$ cat src/hdl/sha1_pkg.sv
`default_nettype none

package sha1_pkg;

    localparam int WORD_W      = 32;
    localparam int CHAIN_WORDS = 5;
    localparam int CHAIN_AW    = 3;
    localparam int BUF_WORDS   = 16;
    localparam int BUF_AW      = 4;
    localparam int ROUNDS      = 80;
    localparam int RND_W       = 7;

    // request codes
    localparam logic [1:0] REQ_START  = 2'd0;
    localparam logic [1:0] REQ_DATA   = 2'd1;
    localparam logic [1:0] REQ_FINISH = 2'd2;

    localparam logic [7:0] PAD_MARK = 8'h80;

    typedef enum logic [2:0] {
        ST_INIT,
        ST_IDLE,
        ST_LOAD,
        ST_ROUND,
        ST_WBACK,
        ST_PAD,
        ST_EMIT_RD,
        ST_EMIT_CAP
    } sha1_state_t;

    // byte write into the block buffer
    typedef struct packed {
        logic              we;
        logic [BUF_AW-1:0] addr;
        logic [1:0]        lane;
        logic [7:0]        data;
    } buf_wr_t;

    // word write into the chaining store
    typedef struct packed {
        logic                we;
        logic [CHAIN_AW-1:0] addr;
        logic [WORD_W-1:0]   data;
    } chain_wr_t;

    // sequencing of the round datapath
    typedef struct packed {
        logic                sched_shift;
        logic                var_load;
        logic [CHAIN_AW-1:0] var_idx;
        logic                round_en;
        logic [RND_W-1:0]    round_idx;
        logic [CHAIN_AW-1:0] wb_idx;
    } core_ctrl_t;

    function automatic logic [WORD_W-1:0] sha1_iv(input logic [CHAIN_AW-1:0] idx);
        logic [WORD_W-1:0] v;
        case (idx)
            3'd0:    v = 32'h67452301;
            3'd1:    v = 32'hEFCDAB89;
            3'd2:    v = 32'h98BADCFE;
            3'd3:    v = 32'h10325476;
            3'd4:    v = 32'hC3D2E1F0;
            default: v = '0;
        endcase
        return v;
    endfunction

    function automatic logic [WORD_W-1:0] sha1_k(input logic [RND_W-1:0] rnd);
        logic [WORD_W-1:0] k;
        if (rnd < 7'd20)
            k = 32'h5A827999;
        else if (rnd < 7'd40)
            k = 32'h6ED9EBA1;
        else if (rnd < 7'd60)
            k = 32'h8F1BBCDC;
        else
            k = 32'hCA62C1D6;
        return k;
    endfunction

    function automatic logic [WORD_W-1:0] sha1_f(input logic [RND_W-1:0] rnd,
                                                 input logic [WORD_W-1:0] b,
                                                 input logic [WORD_W-1:0] c,
                                                 input logic [WORD_W-1:0] d);
        logic [WORD_W-1:0] f;
        if (rnd < 7'd20)
            f = (b & c) | (~b & d);
        else if (rnd < 7'd40)
            f = b ^ c ^ d;
        else if (rnd < 7'd60)
            f = (b & c) | (b & d) | (c & d);
        else
            f = b ^ c ^ d;
        return f;
    endfunction

endpackage

`default_nettype wire

$ cat src/hdl/sha1_buf_ram.sv
`default_nettype none

module sha1_buf_ram
    import sha1_pkg::*;
(
    input  wire logic              clk,
    input  wire buf_wr_t           wr,
    input  wire logic [BUF_AW-1:0] raddr,
    output logic [WORD_W-1:0]      rdata
);

    // 16 big-endian words, byte lane 0 is the most significant byte
    logic [WORD_W-1:0] mem [0:BUF_WORDS-1];

    always_ff @(posedge clk)
    begin
        if (wr.we)
        begin
            mem[wr.addr][8*(3 - int'(wr.lane)) +: 8] <= wr.data;
        end
        rdata <= mem[raddr];
    end

endmodule

`default_nettype wire

$ cat src/hdl/sha1_chain_ram.sv
`default_nettype none

module sha1_chain_ram
    import sha1_pkg::*;
(
    input  wire logic                clk,
    input  wire chain_wr_t           wr,
    input  wire logic [CHAIN_AW-1:0] raddr,
    output logic [WORD_W-1:0]        rdata
);

    logic [WORD_W-1:0] mem [0:CHAIN_WORDS-1];

    always_ff @(posedge clk)
    begin
        if (wr.we)
        begin
            mem[wr.addr] <= wr.data;
        end
        rdata <= mem[raddr];
    end

endmodule

`default_nettype wire

$ cat src/hdl/sha1_round_core.sv
`default_nettype none

module sha1_round_core
    import sha1_pkg::*;
(
    input  wire logic              clk,
    input  wire core_ctrl_t        ctrl,
    input  wire logic [WORD_W-1:0] buf_rdata,
    input  wire logic [WORD_W-1:0] chain_rdata,
    output logic [WORD_W-1:0]      wb_sum
);

    // schedule window: sched_reg[i] holds w[t+i]
    logic [WORD_W-1:0] sched_reg [0:BUF_WORDS-1];
    // working variables a..e and the chaining words they started from
    logic [WORD_W-1:0] wv_reg [0:CHAIN_WORDS-1];
    logic [WORD_W-1:0] hv_reg [0:CHAIN_WORDS-1];

    logic [WORD_W-1:0] mix;
    logic [WORD_W-1:0] w_new;
    logic [WORD_W-1:0] t_sum;

    always_comb
    begin
        mix   = sched_reg[13] ^ sched_reg[8] ^ sched_reg[2] ^ sched_reg[0];
        w_new = {mix[WORD_W-2:0], mix[WORD_W-1]};
        t_sum = {wv_reg[0][WORD_W-6:0], wv_reg[0][WORD_W-1:WORD_W-5]}
              + sha1_f(ctrl.round_idx, wv_reg[1], wv_reg[2], wv_reg[3])
              + wv_reg[4] + sched_reg[0] + sha1_k(ctrl.round_idx);
        wb_sum = hv_reg[ctrl.wb_idx] + wv_reg[ctrl.wb_idx];
    end

    always_ff @(posedge clk)
    begin
        if (ctrl.sched_shift || ctrl.round_en)
        begin
            for (int i = 0; i < BUF_WORDS - 1; i++)
            begin
                sched_reg[i] <= sched_reg[i+1];
            end
            sched_reg[BUF_WORDS-1] <= ctrl.round_en ? w_new : buf_rdata;
        end

        if (ctrl.var_load)
        begin
            wv_reg[ctrl.var_idx] <= chain_rdata;
            hv_reg[ctrl.var_idx] <= chain_rdata;
        end
        else if (ctrl.round_en)
        begin
            wv_reg[0] <= t_sum;
            wv_reg[1] <= wv_reg[0];
            wv_reg[2] <= {wv_reg[1][1:0], wv_reg[1][WORD_W-1:2]};
            wv_reg[3] <= wv_reg[2];
            wv_reg[4] <= wv_reg[3];
        end
    end

endmodule

`default_nettype wire

$ cat src/hdl/sha1_message_hasher.sv
// sha-1 hasher over a byte stream, 160-bit digest
//
// input channel (in_valid / in_ready): one byte or command per request, req_type selects
// start (load initial chaining words, clear bit count and finished mark),
// data (append data_byte) or finish (pad, close and emit the digest).
// data and finish requests after the digest has been emitted are dropped
// until the next start; code 3 is dropped always.
//
// output channel (out_valid / out_ready): five digest words, word_index 0..4,
// most significant first, last_word set on index 4. a single output register
// separates the sides; while the receiver stalls the emit sequencer waits
// and the held word stays unchanged.
//
// flow: each data byte is written into the block buffer. every 64th byte starts
// a block compression (load buffer and chaining words, 80 rounds, 5 write-backs)
// on the single-round datapath; no request is taken until it is through.
// finish writes padding bytes up to the end of the block (and a whole second
// block when the length does not fit), runs one compression per padded block,
// then emits the digest words. a start writes the initial words into the
// chaining store; after reset the same pass runs before any request is taken.
`default_nettype none

module sha1_message_hasher
    import sha1_pkg::*;
(
    input  wire logic        clk,
    input  wire logic        rst_n,
    input  wire logic        in_valid,
    output logic             in_ready,
    input  wire logic [1:0]  req_type,
    input  wire logic [7:0]  data_byte,
    output logic             out_valid,
    input  wire logic        out_ready,
    output logic [31:0]      digest_word,
    output logic [2:0]       word_index,
    output logic             last_word
);

    sha1_state_t state_reg, state_next;

    logic [RND_W-1:0]    cnt_reg, cnt_next;
    logic [63:0]         bit_count_reg, bit_count_next;
    logic                finished_reg, finished_next;
    logic                fin_reg, fin_next;         // compression belongs to a finish
    logic                final_reg, final_next;     // padded block carries the length
    logic                mark_reg, mark_next;       // next pad byte is the 0x80 mark
    logic [5:0]          ptr_reg, ptr_next;         // pad byte position
    logic [CHAIN_AW-1:0] emit_idx_reg, emit_idx_next;
    logic                out_valid_reg, out_valid_next;
    logic [WORD_W-1:0]   out_word_reg;
    logic [2:0]          out_idx_reg;
    logic                out_last_reg;

    logic                in_fire;
    logic                slot_free;
    logic                out_load;
    logic [5:0]          pos;
    logic [63:0]         len_shift;
    logic [7:0]          pad_byte;

    buf_wr_t             buf_wr;
    chain_wr_t           chain_wr;
    core_ctrl_t          core_ctrl;
    logic [BUF_AW-1:0]   buf_raddr;
    logic [CHAIN_AW-1:0] chain_raddr;
    logic [WORD_W-1:0]   buf_rdata;
    logic [WORD_W-1:0]   chain_rdata;
    logic [WORD_W-1:0]   wb_sum;

    assign pos       = bit_count_reg[8:3];
    assign in_fire   = in_valid && in_ready;
    assign slot_free = !out_valid_reg || out_ready;

    // length bytes go out big-endian at buffer positions 56..63
    assign len_shift = bit_count_reg >> {~ptr_reg[2:0], 3'b000};
    assign pad_byte  = mark_reg ? PAD_MARK
                     : (final_reg && ptr_reg >= 6'd56) ? len_shift[7:0] : 8'h00;

    // next state
    always_comb
    begin
        state_next = state_reg;
        case (state_reg)
            ST_INIT:
            begin
                if (cnt_reg == RND_W'(CHAIN_WORDS - 1))
                    state_next = ST_IDLE;
            end
            ST_IDLE:
            begin
                if (in_fire)
                begin
                    case (req_type)
                        REQ_START:
                            state_next = ST_INIT;
                        REQ_DATA:
                        begin
                            if (!finished_reg && pos == 6'd63)
                                state_next = ST_LOAD;
                        end
                        REQ_FINISH:
                        begin
                            if (!finished_reg)
                                state_next = ST_PAD;
                        end
                        default:
                            state_next = ST_IDLE;
                    endcase
                end
            end
            ST_LOAD:
            begin
                if (cnt_reg == RND_W'(BUF_WORDS))
                    state_next = ST_ROUND;
            end
            ST_ROUND:
            begin
                if (cnt_reg == RND_W'(ROUNDS - 1))
                    state_next = ST_WBACK;
            end
            ST_WBACK:
            begin
                if (cnt_reg == RND_W'(CHAIN_WORDS - 1))
                begin
                    if (!fin_reg)
                        state_next = ST_IDLE;
                    else if (final_reg)
                        state_next = ST_EMIT_RD;
                    else
                        state_next = ST_PAD;
                end
            end
            ST_PAD:
            begin
                if (ptr_reg == 6'd63)
                    state_next = ST_LOAD;
            end
            ST_EMIT_RD:
                state_next = ST_EMIT_CAP;
            ST_EMIT_CAP:
            begin
                if (slot_free)
                    state_next = (emit_idx_reg == CHAIN_AW'(CHAIN_WORDS - 1)) ? ST_IDLE
                                                                            : ST_EMIT_RD;
            end
            default:
                state_next = ST_IDLE;
        endcase
    end

    // outputs of the sequencer: memory ports and datapath control
    always_comb
    begin
        in_ready    = 1'b0;
        buf_wr      = '0;
        chain_wr    = '0;
        core_ctrl   = '0;
        buf_raddr   = '0;
        chain_raddr = '0;
        out_load    = 1'b0;
        core_ctrl.wb_idx = cnt_reg[CHAIN_AW-1:0];
        case (state_reg)
            ST_INIT:
            begin
                chain_wr.we   = 1'b1;
                chain_wr.addr = cnt_reg[CHAIN_AW-1:0];
                chain_wr.data = sha1_iv(cnt_reg[CHAIN_AW-1:0]);
            end
            ST_IDLE:
            begin
                in_ready     = 1'b1;
                buf_wr.we    = in_fire && req_type == REQ_DATA && !finished_reg;
                buf_wr.addr  = pos[5:2];
                buf_wr.lane  = pos[1:0];
                buf_wr.data  = data_byte;
            end
            ST_LOAD:
            begin
                // read data lands in the cycle after its address
                buf_raddr = cnt_reg[BUF_AW-1:0];
                if (cnt_reg < RND_W'(CHAIN_WORDS))
                    chain_raddr = cnt_reg[CHAIN_AW-1:0];
                core_ctrl.sched_shift = cnt_reg != '0;
                core_ctrl.var_load    = cnt_reg != '0 && cnt_reg <= RND_W'(CHAIN_WORDS);
                core_ctrl.var_idx     = cnt_reg[CHAIN_AW-1:0] - CHAIN_AW'(1);
            end
            ST_ROUND:
            begin
                core_ctrl.round_en  = 1'b1;
                core_ctrl.round_idx = cnt_reg;
            end
            ST_WBACK:
            begin
                chain_wr.we   = 1'b1;
                chain_wr.addr = cnt_reg[CHAIN_AW-1:0];
                chain_wr.data = wb_sum;
            end
            ST_PAD:
            begin
                buf_wr.we   = 1'b1;
                buf_wr.addr = ptr_reg[5:2];
                buf_wr.lane = ptr_reg[1:0];
                buf_wr.data = pad_byte;
            end
            ST_EMIT_RD:
                chain_raddr = emit_idx_reg;
            ST_EMIT_CAP:
            begin
                chain_raddr = emit_idx_reg;
                out_load    = slot_free;
            end
            default:
                in_ready = 1'b0;
        endcase
    end

    // register next values
    always_comb
    begin
        bit_count_next = bit_count_reg;
        finished_next  = finished_reg;
        fin_next       = fin_reg;
        final_next     = final_reg;
        mark_next      = mark_reg;
        ptr_next       = ptr_reg;
        emit_idx_next  = emit_idx_reg;
        out_valid_next = out_valid_reg;

        if (state_next != state_reg)
            cnt_next = '0;
        else if (state_reg == ST_INIT || state_reg == ST_LOAD ||
                 state_reg == ST_ROUND || state_reg == ST_WBACK)
            cnt_next = cnt_reg + RND_W'(1);
        else
            cnt_next = '0;

        if (in_fire)
        begin
            case (req_type)
                REQ_START:
                begin
                    bit_count_next = '0;
                    finished_next  = 1'b0;
                end
                REQ_DATA:
                begin
                    if (!finished_reg)
                    begin
                        bit_count_next = bit_count_reg + 64'd8;
                        fin_next       = 1'b0;
                    end
                end
                REQ_FINISH:
                begin
                    if (!finished_reg)
                    begin
                        finished_next = 1'b1;
                        fin_next      = 1'b1;
                        mark_next     = 1'b1;
                        ptr_next      = pos;
                        final_next    = pos < 6'd56;
                        emit_idx_next = '0;
                    end
                end
                default:
                    fin_next = fin_reg;
            endcase
        end

        if (state_reg == ST_PAD)
        begin
            mark_next = 1'b0;
            ptr_next  = ptr_reg + 6'd1;
        end

        // the length block follows a block that could not hold it
        if (state_reg == ST_WBACK && state_next == ST_PAD)
            final_next = 1'b1;

        if (out_load)
        begin
            out_valid_next = 1'b1;
            emit_idx_next  = emit_idx_reg + CHAIN_AW'(1);
        end
        else if (out_ready)
        begin
            out_valid_next = 1'b0;
        end
    end

    always_ff @(posedge clk or negedge rst_n)
    begin
        if (!rst_n)
        begin
            state_reg     <= ST_INIT;
            cnt_reg       <= '0;
            bit_count_reg <= '0;
            finished_reg  <= 1'b0;
            fin_reg       <= 1'b0;
            final_reg     <= 1'b0;
            mark_reg      <= 1'b0;
            ptr_reg       <= '0;
            emit_idx_reg  <= '0;
            out_valid_reg <= 1'b0;
        end
        else
        begin
            state_reg     <= state_next;
            cnt_reg       <= cnt_next;
            bit_count_reg <= bit_count_next;
            finished_reg  <= finished_next;
            fin_reg       <= fin_next;
            final_reg     <= final_next;
            mark_reg      <= mark_next;
            ptr_reg       <= ptr_next;
            emit_idx_reg  <= emit_idx_next;
            out_valid_reg <= out_valid_next;
        end
    end

    // output payload, no reset needed
    always_ff @(posedge clk)
    begin
        if (out_load)
        begin
            out_word_reg <= chain_rdata;
            out_idx_reg  <= emit_idx_reg;
            out_last_reg <= emit_idx_reg == CHAIN_AW'(CHAIN_WORDS - 1);
        end
    end

    assign out_valid   = out_valid_reg;
    assign digest_word = out_word_reg;
    assign word_index  = out_idx_reg;
    assign last_word   = out_last_reg;

    sha1_buf_ram u_buf (
        .clk   (clk),
        .wr    (buf_wr),
        .raddr (buf_raddr),
        .rdata (buf_rdata)
    );

    sha1_chain_ram u_chain (
        .clk   (clk),
        .wr    (chain_wr),
        .raddr (chain_raddr),
        .rdata (chain_rdata)
    );

    sha1_round_core u_core (
        .clk         (clk),
        .ctrl        (core_ctrl),
        .buf_rdata   (buf_rdata),
        .chain_rdata (chain_rdata),
        .wb_sum      (wb_sum)
    );

endmodule

`default_nettype wire

$ cat config.mk
export PLATFORM = sky130hd
export DESIGN_NAME = sha1_message_hasher
export DESIGN_NICKNAME = d
export VERILOG_FILES = /design/src/hdl/sha1_pkg.sv /design/src/hdl/sha1_buf_ram.sv /design/src/hdl/sha1_chain_ram.sv /design/src/hdl/sha1_round_core.sv /design/src/hdl/sha1_message_hasher.sv
export SDC_FILE = /design/constraint.sdc
export NUM_CORES = 2
export LEC_CHECK = 0
export BUFFER_PORTS_ARGS = -buffer_cell sky130_fd_sc_hd__buf_2
export CORE_MARGIN = 10
export CORE_UTILIZATION = 63
export DETAILED_ROUTE_END_ITERATION = 8
export PLACE_DENSITY = 0.86
export SLEW_MARGIN = 20
export SYNTH_ARGS = -nofsm -noshare
export SYNTH_HDL_FRONTEND = slang
export SYNTH_SLANG_ARGS = --single-unit
$ cat constraint.sdc
create_clock -name clk -period 57.2 [get_ports clk]
set_input_delay 2.86 -clock clk [delete_from_list [all_inputs] [get_ports clk]]
set_output_delay 2.86 -clock clk [all_outputs]
set_load 0.05 [all_outputs]
==> Word level (Yosys, flattened, before mapping) <==
Memories as Yosys holds them, arrays and structs flattened. A register that Yosys moved wholly into a read port is not among the register bits.
Cells that the tools add are included.
{ "totals": {"ff_bits": 124, "ramBits": 1504, "inputBits": 14, "out_inout_bits": 38, "word_cells": 188, "mem_count": 5} }
{ "classes": {"add_sub_neg": 12, "magnitude_cmp": 7, "n_eq_ne": 26, "n_shift": 3, "muxes": 72, "bitwise_logic": 14, "n_reduce_logical": 36} }
{ "mem_list": {"columns": ["name", "depth", "word_bits", "read_ports", "rd_clocked_by_memory_dff", "wr", "line_no", "text"], "rows": [
  ["u_buf.mem", 16, 32, 1, 1, 1, "sha1_buf_ram.sv:13", "logic [WORD_W-1:0] mem [0:BUF_WORDS-1];"],
  ["u_core.sched_reg", 16, 32, 16, 0, 16, "sha1_round_core.sv:14", "logic [WORD_W-1:0] sched_reg [0:BUF_WORDS-1];"],
  ["u_chain.mem", 5, 32, 1, 1, 1, "sha1_chain_ram.sv:12", "logic [WORD_W-1:0] mem [0:CHAIN_WORDS-1];"],
  ["u_core.hv_reg", 5, 32, 1, 0, 1, "sha1_round_core.sv:17", "logic [WORD_W-1:0] hv_reg [0:CHAIN_WORDS-1];"],
  ["u_core.wv_reg", 5, 32, 6, 0, 5, "sha1_round_core.sv:16", "logic [WORD_W-1:0] wv_reg [0:CHAIN_WORDS-1];"]
]} }
{ "op_table": {"columns": ["op", "n"], "rows": [
  ["32-bit two-way mux", 8],
  ["32-bit adder", 5],
  ["32-bit one-hot mux with 5 select lines", 1],
  ["32-bit XOR", 5],
  ["32-bit bitwise AND", 4],
  ["64-bit one-hot mux with 2 select lines", 1],
  ["32-bit bitwise OR", 3],
  ["36-bit one-hot mux with 2 select lines", 1],
  ["64-bit by 4-bit adder with 64-bit output, second input constant", 1],
  ["64-bit two-way mux", 1],
  ["64-bit by 6-bit >> shifter with 8-bit output", 1],
  ["3-bit two-way mux", 17],
  ["32-bit negator with 33-bit output", 1],
  ["8-bit by 33-bit variable shift with 32-bit output, first input constant", 1],
  ["8-bit by 33-bit indexed part select with 32-bit output", 1],
  ["32-bit inverter", 1],
  ["32-bit OR reduction", 1],
  ["31-bit two-way mux", 1],
  ["15-bit one-hot mux with 2 select lines", 1],
  ["1-bit two-way mux", 24],
  ["6-bit two-way mux", 4],
  ["8-bit two-way mux", 3],
  ["3-bit one-hot mux with 8 select lines", 1],
  ["3-bit == test, second input constant", 7],
  ["other kinds (41)", 76]
]} }

==> Logic depth before layout (Yosys ltp) <==
An unclocked memory read counts as a cell.
{ "logic_depth": {"word_depth": 12, "depth_mapped": 26, "depth_no_buf": 24} }

==> Cells and area by module <==
A second synthesis with hierarchy kept.
{ "unflattened": {"hier_cells": 4506, "area_unflattened_um2": 75028.2} }
{ "modules_own_cells": {"columns": ["mod", "n_inst", "cells_per_inst", "area_each_um2", "seq_area_each_um2"], "rows": [
  ["sha1_round_core", 1, 2431, 40656.5, 27866.7],
  ["sha1_buf_ram", 1, 956, 20409.6, 16015.4],
  ["sha1_message_hasher", 1, 736, 7058.0, 3208.1],
  ["sha1_chain_ram", 1, 383, 6904.1, 5445.2]
]} }

==> Worst setup path after synthesis <==
Ideal clock, no wire load.
{ "synth_path": {"path_type": "flip-flop to flip-flop", "start": "register cnt_reg[0]", "end": "memory u_core.sched_reg[0][0], enable pin", "setup_ps": 2097, "t_arrival_ps": 37373, "t_required_ps": 55103, "setup_slack_ps": 17730, "stages_incl_launch_ff": 9, "path_buffers": 3, "synth_period_minus_slack_ps": 39470, "path_cell_list": "dfrtp_1 > clkbuf_1 > inv_2 > clkbuf_1 > buf_1 > ha_1 > nand2_1 > nor2_1 > o21ai_0"} }
{ "synth_rtl": {"columns": ["element", "line_no", "text"], "rows": [
  ["start: declaration", "sha1_message_hasher.sv:41", "logic [RND_W-1:0] cnt_reg, cnt_next;"],
  ["start signal: assignment", "sha1_message_hasher.sv:309", "cnt_reg <= cnt_next;"],
  ["end: declaration", "sha1_round_core.sv:14", null]
]} }

==> reports/results.ini <==
[cts]
cts_made_buffers = 168
cts_buffer_depth = 3
cts_root_buf = clkbuf_16
cts_hold_buf = 0
post-cts-setup-buffers = 0
cts_tree = yes
clk_latency_ps = 810
cts_sinks = 1785
clkTransAtPathRegs_ps = 70
htree_levels = 4
cts_resized = 0

[critical_path]
path_delay_family = simple AND/OR/NAND/NOR gates
required_ps = 57710
slowest_stage = dfrtp_2
worstPathMaxFanout = 38
cpPeakStageDelay_ps = 970
path_cells = or2_2 > nand2_1 > a21oi_4 > buf_4 > nand2_1 > buf_4 > nor2_1 > nor2_1 > fa_1 > fa_1 > inv_1 > fa_1 > inv_1 > ha_1 > a21o_1 > a21o_1 > a21o_1 > a2111oi_0 > a21oi_1 > or3_1 > a31o_2 > xnor2_1 > o21ai_0
cp_data_arrival_time_ps = 9130
path_class = flop to flop
worstSetupStartpointType = flop
crit_path_end_kind = flop
crit_buf_inv = 4

[sta]
setup_tns_ps = 0
final.setup.worst_slack_ps = 48580
setup-violations-final = 0
rsz0062_at_grt = no
clock.fmax_mhz = 116
slew_headroom_pct = 15.8
fin_skew_ps = 49.8
period_needed_ps = 8620
hold_violations = 0
worst_pin_slew_ps = 1260
timing.final.max_slew_violations = 0
finalCritPeriodShare_pct = 15.1

[logic_synthesis]
yosys.area.top_type_share_pct = 65.4
synth_fp_nets = 5477
post-synth-top-area-cell = edfxtp_1
synth-seq-area-share_pct = 70.0
ys_ff_latch = 1785
syn_inst = 5232
avgSynthCellArea_sq_um = 14.3
synth-main-ff-cell = edfxtp_1
ys_warn_count = 0
synth_edf_count = 1636
synth_area_leaders = edfxtp_1 (65%), nand2_1 (5.3%), mux4_2 (4.9%), fa_1 (3.2%), dfrtp_1 (2.8%)
synth_async_sr_flop_share_pct = 4.76
synth.distinct_cells = 75
synth_area_sq_mm = 0.0751

[job]
drv_cap = 0

[global_route]
overflow = 0
globalRouteTotalUtil_pct = 27.1
grt_pass1_wl_microns = 273000
grt_max_degree = 195
grt_pass1_vias = 45180
antenna_found_initial = 3

[placed_design]
dp.cells = 6663
port_buffers = 51
dp_slack_ps = 48960
place_hpwl_microns = 110000
gp_congestion = 0.945

[floorplanning]
core_sq_mm = 0.118
fp.dieW_microns = 365
num_io_pins = 52
rows = 126
fp.dieArea_sq_mm = 0.133
initial_core_util_pct = 63.5
fp.dieH_microns = 365

[route]
vias_per_cell = 6.55
dr_total_vias = 45704
ant_nets = 0
wirelength_microns = 182000
first_iter_violations = 7219
route.detailed.wl_per_inst_microns = 26.0
drc = 0
dr.pass1.iters = 6

[run_status]
status = completed

[finish]
fin_util_pct = 70.1
drive_gt1_share_pct = 11.4
area_growth_pct = 10.5
nets = 5546
fin_cells = 6980

[hold_path]
hold_path_class = flop to flop

[power_and_ir_drop]
leakagePower_nw = 28.7
peakVddDrop_mv = 0.0439
pwr_density_cell_mw_per_mm2 = 55.8

-- worst paths after layout --
check                                        start                      to  slack, ps  depth (start not counted)
max in group asynchronous                    rst_n              cnt_reg[0]      54090                          2
min                        u_core.sched_reg[7][32]  u_core.sched_reg[7][0]        390                          0
max                                     cnt_reg[2]    u_core.wv_reg[0][31]      48580                         23
min in group asynchronous                    rst_n       bit_count_reg[54]       2000                          1
min reg2reg                u_core.sched_reg[7][32]  u_core.sched_reg[7][0]        390                          0
max reg2reg                             cnt_reg[2]    u_core.wv_reg[0][31]      48580                         23
-- cell usage in the layout, fill, tap and decap left out, drive strengths merged, types with 9 or more instances in the layout --
master  synthesis  layout
edfxtp       1636    1636
nand2        1065    1065
nor2          291     291
o21ai         223     223
clkbuf        169     220
inv           193     200
nand3         189     189
mux4          163     163
xnor2         139     139
a21oi         132     132
fa            120     120
buf            52     119
ha            111     111
dfrtp          85      85
dfxtp          64      64
clkinv          0      61
xor2           60      60
a31oi          54      54
nor2b          51      51
and2           41      41
o22ai          35      35
or3            27      27
nor3           27      27
a21o           25      25
a211oi         25      25
mux2i          23      23
and3           23      23
mux2           23      23
o32ai          22      22
nand4          16      16
bufinv          0      16
a311oi         15      15
o31ai          12      12
nor3b          12      12
nand2b         11      11
a22oi          10      10
o32a            9       9
nor4            9       9
-- per-layer routing --
metal	track usage [%]	wire length, microns
met5	0	0
met4	12.7	9320
met3	5.72	19900
met2	43.3	87600
met1	35.8	64800
-- worst register-to-register path, stage by stage (launching register included) --
cell,delay (ps)
dfrtp_2,970
or2_2,670
nand2_1,210
a21oi_4,190
buf_4,470
nand2_1,670
buf_4,450
nor2_1,130
nor2_1,60
fa_1,490
fa_1,530
inv_1,50
fa_1,500
inv_1,40
ha_1,360
a21o_1,180
a21o_1,160
a21o_1,200
a2111oi_0,730
a21oi_1,300
or3_1,450
a31o_2,260
xnor2_1,170
o21ai_0,100
-- layout make-up --
type / instances / area [sq um]
Antenna cell: 3 / 7.51
Sequential cell: 1785 / 52500
Inverter: 193 / 724
Fill cell: 6884 / 35300
Clock buffer: 219 / 4620
Clock inverter: 91 / 1090
Tap cell: 1536 / 1920
Timing Repair Buffer: 120 / 816
Multi-Input combinational cell: 3033 / 21200
-- power by group --
part           total [mW]  internal [mW]  switching, mW
logic                1.52          0.554          0.970
clock network        1.15          0.649          0.499
registers            1.95           1.78          0.171
total                4.63           2.99           1.64
-- synth_stat cells (10+ instances only) --
library cell     n
a211oi_1        25
a21o_1          25
a21oi_1        132
a22oi_1         10
a311oi_1        15
a31oi_1         54
and2_1          37
and3_1          23
buf_1           48
clkbuf_1       169
dfrtp_1         85
dfxtp_1         64
edfxtp_1      1636
fa_1           120
ha_1           111
inv_1          190
mux2_2          23
mux2i_1         23
mux4_2         163
nand2_1       1065
nand2b_1        10
nand3_1        189
nand4_1         16
nor2_1         290
nor2b_1         51
nor3_1          25
nor3b_1         12
o21ai_0        220
o22ai_1         35
o31ai_1         12
o32ai_1         22
or3_1           27
xnor2_1        139
xor2_1          60
-- cells by family after synthesis --
logic type	Yosys count	synth area share (%)
simple gates	1782	10.1
fa+ha+maj	231	5.05
mux	209	5.54
flops	1785	70.0
buf+inv	414	2.08
compound gates	612	4.95
xor+xnor	199	2.32
-- per-stage QoR --
step	area (sq um)	hold WS (ps)	total power, mW
after global placement	77100	400	3.34
after detailed placement	77100	405	3.42
after CTS	82800	392	4.59
after floorplan	75100	400	3.18
after global routing	82900	413	4.83
final	82900	389	4.63
Note: power is estimated with default switching activity, not from simulation.
